## config.mk

```make
export PLATFORM = sky130hd
export DESIGN_NAME = bui_back
export DESIGN_NICKNAME = d
export VERILOG_FILES = /design/src/rtl/bui_pkg.sv /design/src/rtl/bui_back.sv
export SDC_FILE = /design/constraint.sdc
export NUM_CORES = 2
export LEC_CHECK = 0
export ABC_AREA = 1
export BUFFER_PORTS_ARGS = -buffer_cell sky130_fd_sc_hd__buf_2
export CAP_MARGIN = 0
export CORE_UTILIZATION = 49
export DETAILED_ROUTE_END_ITERATION = 7
export GPL_TIMING_DRIVEN = 1
export PLACE_DENSITY = 0.65
export SETUP_SLACK_MARGIN = 0.4
export SLEW_MARGIN = 10
export SYNTH_ARGS = -nofsm -noshare
export SYNTH_HDL_FRONTEND = slang
export SYNTH_SLANG_ARGS = --single-unit
```

## constraint.sdc

```tcl
create_clock -name i_clk -period 9.2 [get_ports i_clk]
set_input_delay 0.46 -clock i_clk [delete_from_list [all_inputs] [get_ports i_clk]]
set_output_delay 0.46 -clock i_clk [all_outputs]
set_load 0.01 [all_outputs]
```

## src/rtl/bui_pkg.sv

```systemverilog
package bui_pkg;

    localparam int SAMPLE_W = 16;
    localparam int CNT_W    = 10;
    localparam int IDX_W    = 13;
    localparam int SCALE_W  = 4;
    localparam int CFG_W    = 11;
    localparam int IN_W     = 16;
    localparam int OUT_W    = 48;
    localparam int LINE_W   = 19;
    localparam int ACC_W    = 22;
    localparam int NUM_W    = 23;
    localparam int RECIP_W  = 30;
    localparam int RECIP_SH = 30;

    localparam logic CFG_SCALE = 1'b0;
    localparam logic CFG_WIDTH = 1'b1;

    typedef struct packed {
        logic [SAMPLE_W-1:0] ul;
        logic [SAMPLE_W-1:0] ur;
        logic [SAMPLE_W-1:0] ll;
        logic [SAMPLE_W-1:0] lr;
        logic [CNT_W-1:0]    row;
        logic [CNT_W-1:0]    col;
    } t_cell;

    // ceil(2^30 / (2*R*R)), exact rounding for numerators below 2^23
    function automatic logic [RECIP_W-1:0] recip(input logic [SCALE_W-1:0] r);
        logic [RECIP_W-1:0] m;
        begin
            case (r)
                4'd1:    m = 30'd536870912;
                4'd2:    m = 30'd134217728;
                4'd3:    m = 30'd59652324;
                4'd4:    m = 30'd33554432;
                4'd5:    m = 30'd21474837;
                4'd6:    m = 30'd14913081;
                4'd7:    m = 30'd10956550;
                4'd8:    m = 30'd8388608;
                default: m = 30'd536870912;
            endcase
            return m;
        end
    endfunction

endpackage

```

## src/rtl/bui_back.sv

```systemverilog
module bui_back
    import bui_pkg::*;
#(
    parameter int MAX_SCALE = 8
) (
    input  logic                i_clk,
    input  logic                i_rst_n,
    input  logic [SCALE_W-1:0]  i_scale,
    input  logic                i_cell_valid,
    input  t_cell               i_cell,
    output logic                o_pop,
    output logic                o_valid,
    input  logic                i_ready,
    output logic [IDX_W-1:0]    o_fine_row,
    output logic [IDX_W-1:0]    o_fine_col,
    output logic [SAMPLE_W-1:0] o_value,
    output logic                o_last
);

    logic [SCALE_W-1:0]  sc;
    logic [2:0]          scm1;
    logic                en, take, last_pt;

    t_cell               r_cell;
    logic                r_busy;
    logic [2:0]          r_i1, r_i2;
    logic [IDX_W-1:0]    r_brow, r_bcol;
    logic [IDX_W-1:0]    n_brow, n_bcol;

    logic [SAMPLE_W-1:0] ub_ul, ub_ur, ub_ll, ub_lr;
    logic [SCALE_W-1:0]  wy0, wy1, wx0, wx1;
    logic [LINE_W-1:0]   n_l, n_r;
    logic [ACC_W-1:0]    n_acc;
    logic [7:0]          n_sq;
    logic [NUM_W-1:0]    n_num;
    logic [NUM_W+RECIP_W-1:0] n_prod;

    logic                r_av, r_bv, r_cv, r_ov;
    logic [LINE_W-1:0]   ra_l, ra_r;
    logic [2:0]          ra_i1;
    logic [IDX_W-1:0]    ra_frow, ra_fcol, rb_frow, rb_fcol, rc_frow, rc_fcol;
    logic                ra_last, rb_last, rc_last;
    logic [NUM_W-1:0]    rb_num;
    logic [SAMPLE_W-1:0] rc_q;
    logic [IDX_W-1:0]    r_ofrow, r_ofcol;
    logic [SAMPLE_W-1:0] r_ovalue;
    logic                r_olast;

    always_comb begin
        if (i_scale == '0) begin
            sc = 4'd1;
        end else if (i_scale > SCALE_W'(MAX_SCALE)) begin
            sc = SCALE_W'(MAX_SCALE);
        end else begin
            sc = i_scale;
        end
    end

    assign scm1    = 3'(sc - 4'd1);
    assign last_pt = (r_i1 == scm1) && (r_i2 == scm1);
    assign en      = !r_ov || i_ready;
    assign take    = en && (!r_busy || last_pt) && i_cell_valid;
    assign o_pop   = take;

    assign n_brow = IDX_W'(14'(i_cell.row - 10'd1) * 14'(sc));
    assign n_bcol = IDX_W'(14'(i_cell.col - 10'd1) * 14'(sc));

    assign ub_ul = {~r_cell.ul[SAMPLE_W-1], r_cell.ul[SAMPLE_W-2:0]};
    assign ub_ur = {~r_cell.ur[SAMPLE_W-1], r_cell.ur[SAMPLE_W-2:0]};
    assign ub_ll = {~r_cell.ll[SAMPLE_W-1], r_cell.ll[SAMPLE_W-2:0]};
    assign ub_lr = {~r_cell.lr[SAMPLE_W-1], r_cell.lr[SAMPLE_W-2:0]};

    assign wy0 = sc - {1'b0, r_i2};
    assign wy1 = {1'b0, r_i2};
    assign wx0 = sc - {1'b0, ra_i1};
    assign wx1 = {1'b0, ra_i1};

    assign n_l = LINE_W'(wy0) * LINE_W'(ub_ul) + LINE_W'(wy1) * LINE_W'(ub_ll);
    assign n_r = LINE_W'(wy0) * LINE_W'(ub_ur) + LINE_W'(wy1) * LINE_W'(ub_lr);

    assign n_acc  = ACC_W'(wx0) * ACC_W'(ra_l) + ACC_W'(wx1) * ACC_W'(ra_r);
    assign n_sq   = 8'(sc) * 8'(sc);
    assign n_num  = NUM_W'({n_acc, 1'b0}) + NUM_W'(n_sq);
    assign n_prod = (NUM_W + RECIP_W)'(rb_num) * (NUM_W + RECIP_W)'(recip(sc));

    always_ff @(posedge i_clk) begin
        if (!i_rst_n) begin
            r_busy <= 1'b0;
            r_av   <= 1'b0;
            r_bv   <= 1'b0;
            r_cv   <= 1'b0;
            r_ov   <= 1'b0;
        end else if (en) begin
            if (take) begin
                r_busy <= 1'b1;
            end else if (last_pt) begin
                r_busy <= 1'b0;
            end
            r_av <= r_busy;
            r_bv <= r_av;
            r_cv <= r_bv;
            r_ov <= r_cv;
        end
    end

    always_ff @(posedge i_clk) begin
        if (en) begin
            if (take) begin
                r_cell <= i_cell;
                r_i1   <= '0;
                r_i2   <= '0;
                r_brow <= n_brow;
                r_bcol <= n_bcol;
            end else if (r_busy) begin
                if (r_i1 == scm1) begin
                    r_i1 <= '0;
                    r_i2 <= r_i2 + 3'd1;
                end else begin
                    r_i1 <= r_i1 + 3'd1;
                end
            end
            ra_l    <= n_l;
            ra_r    <= n_r;
            ra_i1   <= r_i1;
            ra_frow <= r_brow + IDX_W'(r_i2);
            ra_fcol <= r_bcol + IDX_W'(r_i1);
            ra_last <= last_pt;

            rb_num  <= n_num;
            rb_frow <= ra_frow;
            rb_fcol <= ra_fcol;
            rb_last <= ra_last;

            rc_q    <= n_prod[RECIP_SH+SAMPLE_W-1:RECIP_SH];
            rc_frow <= rb_frow;
            rc_fcol <= rb_fcol;
            rc_last <= rb_last;

            r_ovalue <= {~rc_q[SAMPLE_W-1], rc_q[SAMPLE_W-2:0]};
            r_ofrow  <= rc_frow;
            r_ofcol  <= rc_fcol;
            r_olast  <= rc_last;
        end
    end

    assign o_valid    = r_ov;
    assign o_fine_row = r_ofrow;
    assign o_fine_col = r_ofcol;
    assign o_value    = r_ovalue;
    assign o_last     = r_olast;

endmodule

```

* Word level (Yosys, flattened, before mapping) *
Memory sizes are Yosys's and may differ from the RTL's.
Index checks and enable logic that the tools add are counted.

cells by class
  add/subtract/negate cells = 13
  multiply operators = 10
  divide/modulo/power cells = 0
  magnitude comparators = 1
  equality and inequality tests = 2
  shift operators = 0
  multiplexer cells = 8
  bitwise logic cells = 5
  reduce and logical (&&, ||, !) cells = 15

operators with widths
  kind                   count
  $mul 23x30->46         1
  $add 19x19->19         2
  $mul 3x16->19          2
  $mul 4x16->19          2
  $add 13x3->13          2
  $mul 11x5->13          2
  $add 23x8->23          1
  $add 22x22->22         1
  $mul 3x19->22          1
  $mul 4x19->22          1
  $sub 10x1->11 const B  2
  $mux 3                 4
  $mul 4x4->8            1
  $mux 4                 2
  $sub 4x3->4            2
  $add 3x1->3 const B    2
  $eq 3x3->1             2
  $reduce_and 2->1       3
  $reduce_bool 2->1      3
  $not 1->1              5
  $gt 4x4->1 const B     1
  $logic_not 4->1        1
  $logic_and 1x1->1      3
  $reduce_and 3->1       1
  other kinds (4)        7

word-level totals
  register bits = 305
  latch bits = 0
  memory bits (writable) = 0
  ROM bits = 416
  input port bits = 92
  output and inout bits = 45
  logic and storage cells = 86
  memories = 1

memory list
  name             words  bits a word  rd ports  clocked after Yosys merged registers in  write ports  line           source
  (no name shown)  16     26           1         0                                        0            bui_pkg.sv:32  case (r)

* Depth between registers and ports, before layout *
  depth after elaboration = 11
  mapped depth = 44
  mapped depth without buffers = 42

* Worst setup path after synthesis *
OpenSTA, ideal clock, no wires.

  kind = input to register
  start = in i_scale[3]
  end = reg rc_q[10], data pin
  library setup time = 0.259 ns
  arrival = 7.270 ns
  data required time = 8.941 ns
  setup slack = 1.671 ns
  stages on the path = 35
  cells stage by stage = buf_4 -> nor2_4 -> inv_1 -> buf_2 -> buf_1 -> ha_1 -> inv_1 -> ha_1 -> nand2_1 -> clkbuf_1 -> nor2_1 -> inv_1 -> fa_1 -> inv_1 -> fa_1 -> inv_1 -> fa_1 -> inv_1 -> fa_1 -> inv_1 -> fa_1 -> inv_1 -> fa_1 -> inv_1 -> fa_1 -> inv_1 -> ha_1 -> a21oi_1 -> o21ai_0 -> a21oi_1 -> o21ai_0 -> nand2_1 -> nand3_1 -> a21oi_1 -> xnor2_1

between the ends
  word-level cells in the longest chain between the ends = 5
  elaborated cells on any way between the ends = 6
  those cells by class = 1 x mul; 1 x order compare; 2 x mux; 1 x reduce/logical; 1 x memory

ends and longest elaborated chain
  item                    line             source
  start: declaration      bui_back.sv:8    input logic [SCALE_W-1:0] i_scale,
  $gt 4x4->1              bui_back.sv:52   end else if (i_scale > SCALE_W'(MAX_SCALE)) begin
  $mux 4                  bui_back.sv:52
  $mux 4 *                bui_back.sv:50   if (i_scale == '0) begin
  $mem_v2 16x26 *         -
  $mul 23x30->46 *        bui_back.sv:84   assign n_prod = (NUM_W + RECIP_W)'(rb_num) * (NUM_W + RECIP_W)'(recip(sc));
  named net n_prod[40]    bui_back.sv:36   logic [NUM_W+RECIP_W-1:0] n_prod;
  end signal: assignment  bui_back.sv:134  rc_q <= n_prod[RECIP_SH+SAMPLE_W-1:RECIP_SH];
  end: declaration        bui_back.sv:44   logic [SAMPLE_W-1:0] rc_q;

Mark *: on every way through the listed nets, which the timed path passes. The rest lies on a longest branch.
A chain may end at the register's enable or synchronous reset.

* Worst setup path after layout *
  start = in i_scale[2]
  end = reg rc_q[11], data pin

Same word-level chain as after synthesis.

==> qor.yml <==
outcome: "complete, but fails checks"
violations: "design-rule violations"
cts_root_buf: "clkbuf_16"
drv_cap: 0
top_level_ports: 137
ff_latch_area_um2: 9109
n_antenna_cell: 0
max_freq_mhz: 125.3
netlist_area_um2: 42610
num_rows: 107
pre_cts_ws_ns: 0.6678
initial_core_util_pct: 49.73
syn_inst: 4636
skew_ns: 0.04733
nets: 5993
drt_iter0_drc: 2053
hpwl_um: 98460
fin_crit_sh_pct: 86.77
area_delta_synth_final_pct: 7.764
avgSynthCellArea_um2: 9.190
ys_seq_area_share_pct: 21.38
path_common_cell: "inv_1"
core_um2: 85680
drive_above_1_share_pct: 5.768
critPathKind: "in -> reg"
cts_resized: 0
path_clk_slew_ns: 0.06
cts_buffers: 37
dieWidth_um: 296.9
grt_pass1_vias: 32380
hold_path.class: "in -> reg"
via_count: 30540
cts_tree: "done"
ctsHoldBuffers: 0
tightest_slew_ns: 1.102
r2r_slack_ns: 1.26
worstPathMaxFanout: 22
end_kind: "register"
cts_setup_buffers: 0
setup_viol: 0
crit_path_start: "i_scale[2]"
crit_arrival_ns: 8.31
worstRegToRegCells: 29
die_h_um: 296.9
async_reset_ff_share_pct: 0
setup_ws_ns: 1.217
clock_latency_ns: 0.60
start_kind: "input port"
clockBufferDepth: 3
routed_wl_um: 115300
die-area_um2: 88140
tns_ns: 0
synth_edf_count: 300
gr-total-overflow: 0
cts.sinks: 305
io_buffers: 136
grt_pass1_wl_um: 183100
place.gp.congestion: 1.057
drc: 4
drv_slew: 0
cp.depth: 36
critical_path_buf_inv_count: 12
crit_required_ns: 9.53
cp_top_family: "adder cells"
rsz0062_at_grt: "no"
vias_per_cell: 5.137
max_stage_delay_ns: 0.74
grt_use_total_pct: 27.04
fin_hold_ws_ns: 0.03865
h-tree-depth: 2
antenna_found_initial: 1
yosys_warnings: 0
ys_ff_latch: 305
min_period_ns: 7.983
ys.flop_type: "edfxtp_1"
multi_input_area_um2: 28600
crit_path_end: "rc_q[11]"
fill_cells: 8022
final_core_util_pct: 53.59
wl_per_cell_um: 19.38
r2r_end: "rb_num[20]"
grt_start_max_net_pins: 77
max-slew-margin-rel_pct: 26.52
drtPass1Iterations: 8
ant_nets: 0
r2r_start: "ra_i1[0]"
hold_viol_final: 0
slowest_stage: "inv_1"
yosysUniqueCellTypes: 52
[worst min-delay path by stage]
stage,startpoint,to,slack (ns),cells past startpoint
finish,i_cell[56],r_cell[56],0.04,1
global route,i_cell[57],r_cell[57],0.02,1
CTS,i_cell[56],r_cell[56],0.005,1
detailed placement,rc_frow[4],o_fine_row[4],0.40,0
global placement,rc_fcol[1],o_fine_col[1],0.40,0
floorplan,rc_fcol[0],o_fine_col[0],0.40,0
[metrics by stage]
stage	cell area, um^2	instances
floorplan	42610	4637
global placement	44710	5880
detailed placement	44710	5880
CTS	45920	5946
global route	45920	5946
finish	45920	5946
[final cells by class]
type / instances / share of cell area (%)
clock buffer: 49 / 2.202
clock inverter: 17 / 0.4224
inverter: 1227 / 10.06
multi-input combinational: 3032 / 62.29
sequential: 305 / 19.84
tap: 1144 / 3.117
timing repair buffer: 172 / 2.071
[sequential cells by signal, summed over array words and instances (netlist names), 16 cells and up]
register	count
ra_l	19
rb_num	23
rc_q	16
ra_r	19
r_cell	64
o_value	16
[layout by cell type, fill, tap and decap left out, drive strengths merged, types with 4 or more instances in the layout]
master	synthesis	final
nand3	99	99
fa	756	756
a211oi	4	4
dfxtp	5	5
a31oi	12	12
xor2	105	105
xnor2	48	48
a21o	10	10
nand3b	7	7
clkbuf	62	49
clkinv	20	33
nor2	547	547
nor3	23	23
or2	16	16
a21oi	144	144
o211ai	4	4
nand4	25	25
edfxtp	300	300
buf	11	172
inv	1207	1209
o21bai	13	13
nand2	744	744
ha	370	370
nor4	7	7
o31ai	4	4
o21ai	77	77
[cell families (layout without fill, tap and decap cells)]
logic type	count (synthesis)	count (layout)	share of synthesized area (%)
AND/OR/NAND/NOR	1471	1471	13.88
buffers and inverters	1300	1465	11.50
adder cells (fa/ha/maj)	1126	1126	46.39
flip-flops	305	305	21.38
AO/OA/AOI/OAI	279	279	3.688
XOR/XNOR	153	153	3.145
other	2	3	0.01763
[layer usage]
layer	global-route usage (%)	part of all wire [%]	vias to the layer above
met3	4.104	6.3	207
met4	8.837	3.7	2
met5	0	0.0095	-
li1	-	-	14170
met1	36.06	43	15160
met2	45.23	47	1004
[Yosys cell counts, types with 6 or more instances]
library cell  count  area [um^2]
xnor2_1          48        420.4
nand4_1          25        156.4
or2_2            14        87.58
nand3_1          98        490.5
o21ai_0          71        355.3
a21o_1           10        75.07
nor2_1          536         2012
a31oi_1          12        75.07
nand2_1         736         2763
o21bai_1         13        97.59
xor2_1          105        919.6
nor2_2            6        37.54
clkinv_1         20        75.07
fa_1            756        15130
ha_1            370         4629
a21oi_1         140        700.7
nor3_1           22        110.1
edfxtp_1        300         9009
nand2_2           7        43.79
clkbuf_1         62        232.7
inv_1          1204         4519
nor4_1            7        43.79
nand3b_1          7        52.55
Power is not shown: default switching activity piles up to over one toggle a cycle in this logic, so the estimate is an artifact.
