File: src/rtl/bui_pkg.sv
package bui_pkg;

    localparam int SAMPLE_W = 16;
    localparam int CNT_W    = 10;
    localparam int IDX_W    = 13;
    localparam int SCALE_W  = 4;
    localparam int CFG_W    = 11;
    localparam int IN_W     = 16;
    localparam int OUT_W    = 48;
    localparam int LINE_W   = 19;
    localparam int ACC_W    = 22;
    localparam int NUM_W    = 23;
    localparam int RECIP_W  = 30;
    localparam int RECIP_SH = 30;

    localparam logic CFG_SCALE = 1'b0;
    localparam logic CFG_WIDTH = 1'b1;

    typedef struct packed {
        logic [SAMPLE_W-1:0] ul;
        logic [SAMPLE_W-1:0] ur;
        logic [SAMPLE_W-1:0] ll;
        logic [SAMPLE_W-1:0] lr;
        logic [CNT_W-1:0]    row;
        logic [CNT_W-1:0]    col;
    } t_cell;

    // ceil(2^30 / (2*R*R)), exact rounding for numerators below 2^23
    function automatic logic [RECIP_W-1:0] recip(input logic [SCALE_W-1:0] r);
        logic [RECIP_W-1:0] m;
        begin
            case (r)
                4'd1:    m = 30'd536870912;
                4'd2:    m = 30'd134217728;
                4'd3:    m = 30'd59652324;
                4'd4:    m = 30'd33554432;
                4'd5:    m = 30'd21474837;
                4'd6:    m = 30'd14913081;
                4'd7:    m = 30'd10956550;
                4'd8:    m = 30'd8388608;
                default: m = 30'd536870912;
            endcase
            return m;
        end
    endfunction

endpackage

File: src/rtl/bui_fifo.sv
module bui_fifo
    import bui_pkg::*;
(
    input  logic  i_clk,
    input  logic  i_rst_n,
    input  logic  i_push,
    output logic  o_ready,
    input  t_cell i_cell,
    output logic  o_valid,
    input  logic  i_pop,
    output t_cell o_cell
);

    t_cell       r_mem [2];
    logic        r_wp, r_rp;
    logic [1:0]  r_cnt;
    logic        do_push, do_pop;

    assign o_ready = (r_cnt != 2'd2);
    assign o_valid = (r_cnt != 2'd0);
    assign do_push = i_push && o_ready;
    assign do_pop  = i_pop && o_valid;
    assign o_cell  = r_mem[r_rp];

    always_ff @(posedge i_clk) begin
        if (do_push) begin
            r_mem[r_wp] <= i_cell;
        end
    end

    always_ff @(posedge i_clk) begin
        if (!i_rst_n) begin
            r_wp  <= 1'b0;
            r_rp  <= 1'b0;
            r_cnt <= 2'd0;
        end else begin
            if (do_push) begin
                r_wp <= ~r_wp;
            end
            if (do_pop) begin
                r_rp <= ~r_rp;
            end
            case ({do_push, do_pop})
                2'b10:   r_cnt <= r_cnt + 2'd1;
                2'b01:   r_cnt <= r_cnt - 2'd1;
                default: r_cnt <= r_cnt;
            endcase
        end
    end

endmodule

File: config.mk
export PLATFORM = sky130hd
export DESIGN_NAME = bui_fifo
export DESIGN_NICKNAME = d
export VERILOG_FILES = /design/src/rtl/bui_pkg.sv /design/src/rtl/bui_fifo.sv
export SDC_FILE = /design/constraint.sdc
export NUM_CORES = 1
export LEC_CHECK = 0
export CAP_MARGIN = 20
export CORE_MARGIN = 2
export CORE_UTILIZATION = 56
export DETAILED_ROUTE_END_ITERATION = 10
export DONT_BUFFER_PORTS = 1
export GPL_TIMING_DRIVEN = 0
export PLACE_DENSITY = 0.81
export SYNTH_ARGS = -nofsm -noshare
export SYNTH_HDL_FRONTEND = slang
export SYNTH_SLANG_ARGS = --single-unit
File: constraint.sdc
create_clock -name i_clk -period 2.9 [get_ports i_clk]
set_input_delay 0.58 -clock i_clk [delete_from_list [all_inputs] [get_ports i_clk]]
set_output_delay 0.58 -clock i_clk [all_outputs]
set_load 0.03 [all_outputs]
Word level (Yosys, flattened, before mapping)
Memories as Yosys holds them, arrays and structs flattened. A register that Yosys moved wholly into a read port is not among the register bits. Cells that the tools add are included.

Memory bits (writable): 168. Memories: 1. Bits in registers: 4. Input port bits: 88. Output and inout port bits: 86.

Memory list: r_mem (depth 2, width 84, read ports 1, clocked after Yosys merged registers in 1, write ports 1, line bui_fifo.sv:14) `t_cell r_mem [2];`.

Bitwise operators: 2. Multiplexer cells: 5. Reductions and logical operators: 4. Equality and inequality tests: 3. Add/sub/neg operators: 2.

Operators by type and width (count): $mux W1 (4); $pmux W2 S2 (1); $reduce_bool A2 Y1 (2); $add A2 B1 Y2 const B (1); $eq A2 B1 Y1 const B (1); $eq A2 B2 Y1 const B (1); $logic_and A1 B1 Y1 (2); $ne A2 B2 Y1 const B (1); $not A1 Y1 (2); $sub A2 B1 Y2 const B (1).

Logic depth before layout (Yosys ltp)
Gate-level depths: netlist of the first run.

Depth after elaboration: 4. Mapped depth: 6. Mapped depth without buffers: 6.

Worst setup path after synthesis of the first run
No wires, ideal clock.

Path kind: register to register. From: register r_cnt[0]. To: memory r_mem[1][0] in the netlist's numbering (enable). Setup time: 0.452 ns. Buffers on the path: 0. Path slack: -0.386 ns. Required time: 2.448 ns. Cell stages (with the launch flop): 3. Data arrival time: 2.834 ns. Path through: dfxtp_1 > nand2b_1 > and3_1.

Cells in the longest elaborated chain, start to end: 4.

Ends and longest elaborated chain: start: declaration (line bui_fifo.sv:16) `logic [1:0] r_cnt;`; start signal: assignment (line bui_fifo.sv:44) `2'b10: r_cnt <= r_cnt + 2'd1;`; start signal: assignment (line bui_fifo.sv:45) `2'b01: r_cnt <= r_cnt - 2'd1;`; start signal: assignment (line bui_fifo.sv:46) `default: r_cnt <= r_cnt;`; $ne A2 B2 Y1 (line bui_fifo.sv:19) `assign o_ready = (r_cnt != 2'd2);`; net o_ready (line bui_fifo.sv:7) `output logic o_ready,`; $logic_and A1 B1 Y1 (line bui_fifo.sv:21) `assign do_push = i_push && o_ready;`; $mux W1 (line bui_fifo.sv:26) `if (do_push) begin`; $mux W1 (implied by the code) (line bui_fifo.sv:27) `r_mem[r_wp] <= i_cell;`; end: declaration (line bui_fifo.sv:14).

The timed path passes the listed nets, and every way through them passes these cells.

==> Flow_metrics.wiki, run 1 <==
{| class="wikitable"
! Metric !! Value
|-
| Starting Density || 57.73%
|-
| Number of DRC markers after the initial detailed-route iteration || 154
|-
| Iteration count of the initial detailed-routing pass || 6
|-
| Ratio of routed vias to standard cells || 5.546
|-
| Routed length per placed instance || 21.91 um
|-
| Hpwl dp || 6.720 mm
|-
| Worst Max-Slew Pin Slew || 0.5174 ns
|-
| Peak VDD IR || 0.4800 mV
|-
| Critical path launch point type || flop
|-
| Post-cts resize count || 0
|-
| Number of setup violations in the final report || 0
|-
| Post-CTS Setup Inserts || 0
|-
| Clock-pin slew of the registers on the worst-case setup and hold paths || 0.06 ns
|-
| Total global-route track usage || 16.85%
|-
| Power per unit of standard cell area || 1038 mW/mm^2
|-
| Highest-delay cell along the critical path || sky130_fd_sc_hd__mux2_2
|-
| Inserted Clock Buffers || 17
|-
| Flip-flop and latch count after synthesis || 173
|-
| Nature of the critical path endpoint || primary output
|-
| Leakage dissipation || 2.300 nW
|-
| Number of cells in the design after placement || 428
|-
| Total I/O pin count || 174
|-
| Worst slew slack as a fraction of its limit || 65.44%
|-
| Final period utilization || 84.48%
|-
| Synthesis-to-finish area growth || 12.54%
|-
| EDFF count, synth || 168
|-
| Post-synth net total || 374
|-
| Fraction of synthesis flops using an asynchronous set or reset pin || 0%
|-
| Post-synthesis instance total || 285
|-
| Fraction of layout cells with a size suffix above 1 || 40.31%
|-
| Category of cells accounting for the largest share of critical-path delay || buffers and inverters
|-
| Maximum number of pins on one net before global-route repair || 58
|-
| Chip Width || 110.0 um
|-
| Endpoints failing hold || 0
|-
| Skew-Pair Late Insertion Delay || 0.51 ns
|-
| Count of nets left with antenna violations after detail routing || 0
|-
| GR Overflow Total || 0
|-
| Buffers from clock root to sink, at most || 2
|-
| Final setup slack of the worst path || 0.4502 ns
|-
| Count leader, synth || sky130_fd_sc_hd__edfxtp_1
|-
| Cell Rows || 38
|-
| Clk root buf || sky130_fd_sc_hd__clkbuf_8
|-
| Pre-CTS setup slack || 0.7640 ns
|-
| Hold-fix buffers at CTS || 0
|-
| # diodes || 0
|-
| Buffers plus inverters on the worst setup path || 2
|-
| Biggest area contributors in the synthesized netlist || sky130_fd_sc_hd__edfxtp_1, sky130_fd_sc_hd__mux2_2, sky130_fd_sc_hd__dfxtp_1, sky130_fd_sc_hd__buf_4, sky130_fd_sc_hd__xnor2_1
|-
| Worst Path Class, Setup || flop to primary output
|-
| Hold WC Path Type || input pin to flop
|-
| Total detailed-routing wirelength || 10.08 mm
|-
| Required time worst endpoint || 2.32 ns
|-
| FILL cells || 738
|-
| Total die area || 0.01209 sq mm
|-
| Number of global-route vias before repair || 2700
|-
| Fmax || 408.2 MHz
|-
| Via count || 2551
|-
| Max-Cap Viols || 0
|-
| Height of the die || 110.0 um
|-
| Antenna violations before repair || 0
|-
| Most used flip-flop cell after synthesis || sky130_fd_sc_hd__edfxtp_1
|-
| Area of the mapped netlist || 0.006286 sq mm
|-
| Clock Sinks || 173
|-
| Global-route wire length before repair || 14.32 mm
|-
| Layout Cells excl Fill || 460
|-
| Fin nets || 396
|-
| Avg Synthesized Cell Area || 22.06 sq um
|-
| Status || finished clean
|-
| Highest fanout seen on the critical path || 10
|-
| Top cell type by total area after synthesis || sky130_fd_sc_hd__edfxtp_1
|-
| Maximum cell stage delay along the critical path || 0.45 ns
|-
| Unique cell type count in the Yosys netlist || 21
|-
| RSZ-0062 raised after global routing || false
|-
| Synthesis warning total || 0
|-
| Post-layout minimum cycle time || 2.450 ns
|-
| DRC violation count after routing || 0
|-
| Critical path cell sequence || buf_2 > buf_4 > mux2_2
|-
| CTS tree || done
|-
| Max-slew violation count || 0
|-
| Cell types with the highest counts after synthesis || sky130_fd_sc_hd__edfxtp_1, sky130_fd_sc_hd__mux2_2, sky130_fd_sc_hd__buf_4
|-
| Final clock skew || 0.007671 ns
|-
| Number of H-tree levels || 4
|-
| Area share of the largest cell type after synthesis || 80.25%
|-
| Setup TNS after final layout || 0 ns
|-
| Number of buffers added on ports || 0
|-
| Share of synthesized area occupied by flip-flops and latches || 81.85%
|-
| Data arrival time of the worst path || 1.87 ns
|-
| Routability cong. || 0.6966
|-
| Core area || 0.01089 sq mm
|}
## cells by family (layout without fill, tap and decap cells)
logic type	after synthesis	in the layout	synth area share [%]
flops	173	173	81.85
simple gates	9	9	0.8761
mux	84	84	15.05
xor+xnor	3	3	0.4181
compound gates	5	5	0.5972
fa+ha+maj	1	1	0.1990
buf+inv	10	45	1.015
## power breakdown
group	leakage [nW]	internal, mW	switching (mW)
Sequential	1.61	3.15	0.0907
Clock	0.257	1.14	0.881
Combinational	0.430	0.609	1.47
Total	2.30	4.90	2.44
## layout make-up
cell class	count	area, sq um	share of cell area (%)
Buffer	9	60.06	0.8490
Multi-Input combinational cell	102	1082	15.30
Clock inverter	14	118.9	1.680
Tap cell	140	175.2	2.476
Clock buffer	18	417.9	5.907
Timing Repair Buffer	3	67.56	0.9551
Inverter	1	7.507	0.1061
Sequential cell	173	5145	72.73
## state kept, by name, indices dropped and copies added (netlist names), named ones only
signal	cells
r_cnt	2
r_mem	168
r_rp	1
r_wp	1
## routing by layer
layer,track usage [%],up-vias,wire [um]
li1,-,1169,-
met1,16.53,1248,3510
met3,8.773,17,1116
met2,28.92,117,5230
met4,8.409,0,221
met5,0,-,0
## per-stage QoR
step                      hold slack (ns)  instance area (sq um)  power (mW)  utilization (%)
after floorplan                    0.4787                   6291       5.091                -
after CTS                          0.1305                   7074       7.437            64.97
final                              0.1568                   7074       7.341            64.97
after global placement             0.5064                   6466       5.343            59.39
after detailed placement           0.5250                   6538       5.402            60.04
after global routing               0.1150                   7074       7.631            64.97
## final timing paths
kind | from | to | slack (ns) | cells after the start
worst max-delay path | flop | o_cell[71] | 0.45 | 3
worst max register to register | r_cnt[0] | r_mem[0][14] | 0.74 | 4
worst min register to register | r_cnt[1] | r_cnt[1] | 0.54 | 2
worst min-delay path | i_cell[28] | r_mem[0][28] | 0.16 | 0
## cells in the final DEF (no fill, tap or decap), types with 2 or more instances in the layout
| cell | Yosys | final |
|---|---|---|
| sky130_fd_sc_hd__nor2b_1 | 2 | 2 |
| sky130_fd_sc_hd__clkinv_2 | 0 | 3 |
| sky130_fd_sc_hd__buf_12 | 0 | 2 |
| sky130_fd_sc_hd__inv_6 | 0 | 4 |
| sky130_fd_sc_hd__buf_4 | 6 | 6 |
| sky130_fd_sc_hd__edfxtp_1 | 168 | 168 |
| sky130_fd_sc_hd__clkinv_1 | 0 | 2 |
| sky130_fd_sc_hd__xnor2_1 | 3 | 3 |
| sky130_fd_sc_hd__clkbuf_16 | 0 | 16 |
| sky130_fd_sc_hd__clkinvlp_4 | 0 | 4 |
| sky130_fd_sc_hd__mux2_2 | 84 | 84 |
| sky130_fd_sc_hd__dfxtp_1 | 5 | 5 |
| sky130_fd_sc_hd__buf_2 | 3 | 3 |
## worst register-to-register path: stages, from the launching register on
cell and delay (ns):
sky130_fd_sc_hd__dfxtp_1 0.36, sky130_fd_sc_hd__nand2b_1 0.40, sky130_fd_sc_hd__nand3b_1 0.28, sky130_fd_sc_hd__clkinvlp_4 0.47, sky130_fd_sc_hd__buf_12 0.37
Power figures use the tool's default switching activity.
==> run 2: changes to the inputs <==
ABC_AREA = 1   (was default)
CORE_UTILIZATION = 62   (was 56)
PLACE_DENSITY = 0.85   (was 0.81)
clock period = 2.35 ns   (was 2.9 ns; I/O delays follow)
==> run 2 against run 1 <==
Effect of this change: sequential share of layout area down 4.1 points; combinational power decreased by 7%; critical path depth did not move; highest routed layer unchanged.
==> Flow_metrics.wiki, run 2 <==
{| class="wikitable"
! Metric !! Value
|-
| Worst Max-Slew Pin Slew || 0.7167 ns (was 0.5174 ns)
|-
| Hpwl dp || 7.420 mm (was 6.720 mm)
|-
| FILL cells || 604 (was 738)
|-
| Hold WC Path Type || input pin to flop (unchanged)
|-
| Critical path capture point || o_cell[59] (was o_cell[71])
|-
| Antenna violations before repair || 0 (unchanged)
|-
| Fraction of layout cells with a size suffix above 1 || 38.81% (was 40.31%)
|-
| Number of cells in the design after placement || 439 (was 428)
|-
| Synthesis-to-finish area growth || 14.56% (was 12.54%)
|-
| Post-layout power || 8.581 mW (was 7.341 mW)
|-
| RSZ-0062 raised after global routing || false (unchanged)
|-
| # diodes || 0 (unchanged)
|-
| Clock Sinks || 173 (unchanged)
|-
| Worst slew slack as a fraction of its limit || 52.10% (was 65.44%)
|-
| Routed length per placed instance || 22.20 um (was 21.91 um)
|-
| Max FFs per register || 168 (unchanged)
|-
| Ratio of routed vias to standard cells || 5.677 (was 5.546)
|-
| Buffers from clock root to sink, at most || 2 (unchanged)
|-
| Max-Cap Viols || 0 (unchanged)
|-
| Total die area || 0.01139 sq mm (was 0.01209 sq mm)
|-
| Fmax || 469.1 MHz
|-
| Worst Path Class, Setup || flop to primary output (unchanged)
|-
| Cell Rows || 37 (was 38)
|-
| Peak VDD IR || 0.6951 mV (was 0.4800 mV)
|-
| Maximum number of pins on one net before global-route repair || 29 (was 58)
|-
| Count of nets left with antenna violations after detail routing || 0 (unchanged)
|-
| Clock-pin slew of the registers on the worst-case setup and hold paths || 0.06 ns (about the same)
|-
| Number of H-tree levels || 4 (unchanged)
|-
| Post-cts resize count || 0 (unchanged)
|-
| Largest registers in the final layout || r_mem: 168 flops, r_cnt: 2 flops (unchanged)
|-
| Data arrival time of the worst path || 1.66 ns (was 1.87 ns)
|-
| Clk root buf || sky130_fd_sc_hd__clkbuf_8 (unchanged)
|-
| Number of setup violations in the final report || 0 (unchanged)
|-
| Share of synthesized area occupied by flip-flops and latches || 78.67% (was 81.85%)
|-
| Commonest cells after routing, fill and taps aside || sky130_fd_sc_hd__edfxtp_1, sky130_fd_sc_hd__mux2_4, sky130_fd_sc_hd__mux2_2, sky130_fd_sc_hd__clkbuf_16 (was sky130_fd_sc_hd__edfxtp_1, sky130_fd_sc_hd__mux2_2, sky130_fd_sc_hd__clkbuf_16, sky130_fd_sc_hd__buf_4, sky130_fd_sc_hd__dfxtp_1)
|-
| Leakage dissipation || 2.631 nW (was 2.300 nW)
|-
| Cell types with the highest counts after synthesis || sky130_fd_sc_hd__edfxtp_1, sky130_fd_sc_hd__mux2_4, sky130_fd_sc_hd__mux2_2 (was sky130_fd_sc_hd__edfxtp_1, sky130_fd_sc_hd__mux2_2, sky130_fd_sc_hd__buf_4)
|-
| Final clock skew || 0.007619 ns (was 0.007671 ns)
|-
| Hold-fix buffers at CTS || 0 (unchanged)
|-
| Iteration count of the initial detailed-routing pass || 4 (was 6)
|-
| Most common cell after layout, fill and taps aside || sky130_fd_sc_hd__edfxtp_1 (unchanged)
|-
| Total detailed-routing wirelength || 10.45 mm (was 10.08 mm)
|-
| Register containing the most flip-flops in the final layout || r_mem (unchanged)
|-
| Top cell type by total area after synthesis || sky130_fd_sc_hd__edfxtp_1 (unchanged)
|-
| Skew-Pair Late Insertion Delay || 0.51 ns (about the same)
|-
| Final period utilization || 90.72%
|-
| Core area || 0.01028 sq mm (was 0.01089 sq mm)
|-
| Biggest area contributors in the synthesized netlist || sky130_fd_sc_hd__edfxtp_1, sky130_fd_sc_hd__mux2_4, sky130_fd_sc_hd__mux2_2, sky130_fd_sc_hd__dfxtp_1, sky130_fd_sc_hd__buf_6 (was sky130_fd_sc_hd__edfxtp_1, sky130_fd_sc_hd__mux2_2, sky130_fd_sc_hd__dfxtp_1, sky130_fd_sc_hd__buf_4, sky130_fd_sc_hd__xnor2_1)
|-
| Status || finished clean (unchanged)
|-
| Avg Synthesized Cell Area || 22.02 sq um (was 22.06 sq um)
|-
| Chip Width || 106.7 um (was 110.0 um)
|-
| Count leader, synth || sky130_fd_sc_hd__edfxtp_1 (unchanged)
|-
| Post-CTS Setup Inserts || 0 (unchanged)
|-
| End of the worst register-to-register path || r_mem[1][33] (was r_mem[0][14])
|-
| Required time worst endpoint || 1.88 ns (was 2.32 ns)
|-
| Fraction of synthesis flops using an asynchronous set or reset pin || 0% (unchanged)
|-
| Setup TNS after final layout || 0 ns (unchanged)
|-
| Post-synthesis instance total || 297 (was 285)
|-
| Area share of the largest cell type after synthesis || 77.14% (was 80.25%)
|-
| Area of combinational cells with multiple inputs || 0.001318 sq mm (was 0.001082 sq mm)
|-
| Highest fanout seen on the critical path || 10 (unchanged)
|-
| Power per unit of standard cell area || 1145 mW/mm^2 (was 1038 mW/mm^2)
|-
| Number of buffers added on ports || 0 (unchanged)
|-
| Critical path launch point type || flop (unchanged)
|-
| Routability cong. || 0.6977 (was 0.6966)
|-
| EDFF count, synth || 168 (unchanged)
|-
| Post-synth net total || 386 (was 374)
|-
| Flip-flop and latch count after synthesis || 173 (unchanged)
|-
| FF-to-FF Start || r_cnt[0] (unchanged)
|-
| Inserted Clock Buffers || 17 (unchanged)
|-
| Height of the die || 106.7 um (was 110.0 um)
|-
| Synthesis warning total || 0 (unchanged)
|-
| Fin nets || 411 (was 396)
|-
| Number of DRC markers after the initial detailed-route iteration || 136 (was 154)
|-
| Layout Cells excl Fill || 471 (was 460)
|-
| Worst reg2reg path depth || 6 (was 4)
|-
| Via count || 2674 (was 2551)
|-
| CTS tree || done (unchanged)
|-
| Starting Density || 63.64% (was 57.73%)
|-
| Nature of the critical path endpoint || primary output (unchanged)
|-
| Max-slew violation count || 0 (unchanged)
|-
| Flop2flop setup slack || 0.29 ns (was 0.74 ns)
|-
| Total I/O pin count || 174 (unchanged)
|-
| Global-route wire length before repair || 15.58 mm (was 14.32 mm)
|-
| GR Overflow Total || 0 (unchanged)
|-
| Most used flip-flop cell after synthesis || sky130_fd_sc_hd__edfxtp_1 (unchanged)
|-
| Area of the mapped netlist || 0.006540 sq mm (was 0.006286 sq mm)
|-
| Endpoints failing hold || 0 (unchanged)
|-
| Seq. cell area || 0.005145 sq mm (unchanged)
|-
| Total global-route track usage || 19.33% (was 16.85%)
|-
| Post-layout minimum cycle time || 2.132 ns
|-
| Unique cell type count in the Yosys netlist || 15 (was 21)
|-
| DRC violation count after routing || 0 (unchanged)
|-
| Number of global-route vias before repair || 2837 (was 2700)
|}
-- run 2: cell count changes after synthesis, moves of 2 or more --
cell,delta
sky130_fd_sc_hd__nor2_1,+10
sky130_fd_sc_hd__inv_1,+4
sky130_fd_sc_hd__xnor2_1,-3
sky130_fd_sc_hd__buf_6,+7
sky130_fd_sc_hd__nor2b_1,-2
sky130_fd_sc_hd__mux2_4,+60
sky130_fd_sc_hd__buf_4,-6
sky130_fd_sc_hd__mux2_2,-60
sky130_fd_sc_hd__nand2_1,+9
-- run 2: logic make-up after synthesis --
group                      count (synthesis)  synth area share, %
buffers and inverters                     14                1.645
muxes                                     84                17.91
DFF                                      173                78.67
and+or+nand+nor                           22                1.320
adders and majority gates                  1               0.1913
AOI/OAI and AO/OA                          3               0.2677
-- run 2: worst min path at each step --
stage / end / cells after the start / startpoint
floorplan: flop / 2 / r_rp
global placement: r_rp / 2 / r_rp
detailed placement: r_rp / 2 / r_rp
CTS: r_mem[1][60] / 0 / i_cell[60]
global route: r_mem[1][73] / 0 / i_cell[73]
finish: r_mem[1][12] / 0 / i_cell[12]
-- run 2: cell type report --
| type | count | share of cell area [%] |
|---|---|---|
| Buffer | 9 | 1.186 |
| Clock buffer | 24 | 6.012 |
| Clock inverter | 8 | 1.921 |
| Inverter | 5 | 0.2505 |
| Multi-Input combinational cell | 110 | 17.59 |
| Sequential cell | 173 | 68.67 |
| Tap cell | 136 | 2.271 |
| Timing Repair Buffer | 6 | 2.104 |
-- run 2: worst max-delay path, cell delays in order, from the launching register on --
cell and delay, ns:
sky130_fd_sc_hd__dfxtp_1 0.36, sky130_fd_sc_hd__buf_6 0.20, sky130_fd_sc_hd__buf_6 0.21, sky130_fd_sc_hd__mux2_4 0.38
-- run 2: routing by layer --
metal | routed length (um) | part of all wire [%] | vias to the layer above | global-route usage [%]
met2 | 5614 | 54 | 130 | 32.48
met4 | 89 | 0.85 | 0 | 6.401
met3 | 1214 | 12 | 9 | 11.49
met5 | 0 | 0 | - | 0
met1 | 3535 | 34 | 1329 | 20.18
li1 | - | - | 1206 | -
-- run 2: metrics by stage --
step | util, % | area, sq um | setup WS [ns] | hold WS (ns)
floorplan | - | 6570 | 0.01063 | 0.4512
global placement | 65.58 | 6740 | -0.5924 | 0.4684
detailed placement | 67.12 | 6898 | 0.2818 | 0.4914
CTS | 72.90 | 7492 | 0.1623 | 0.01273
global route | 72.90 | 7492 | 0.1248 | 0.001093
finish | 72.90 | 7492 | 0.2182 | 0.04908
-- run 2: power breakdown --
group | leakage (nW) | internal, mW | switching (mW)
Sequential | 1.61 | 3.78 | 0.0973
Combinational | 0.728 | 0.670 | 1.27
Clock | 0.291 | 1.75 | 1.02
Total | 2.63 | 6.20 | 2.38
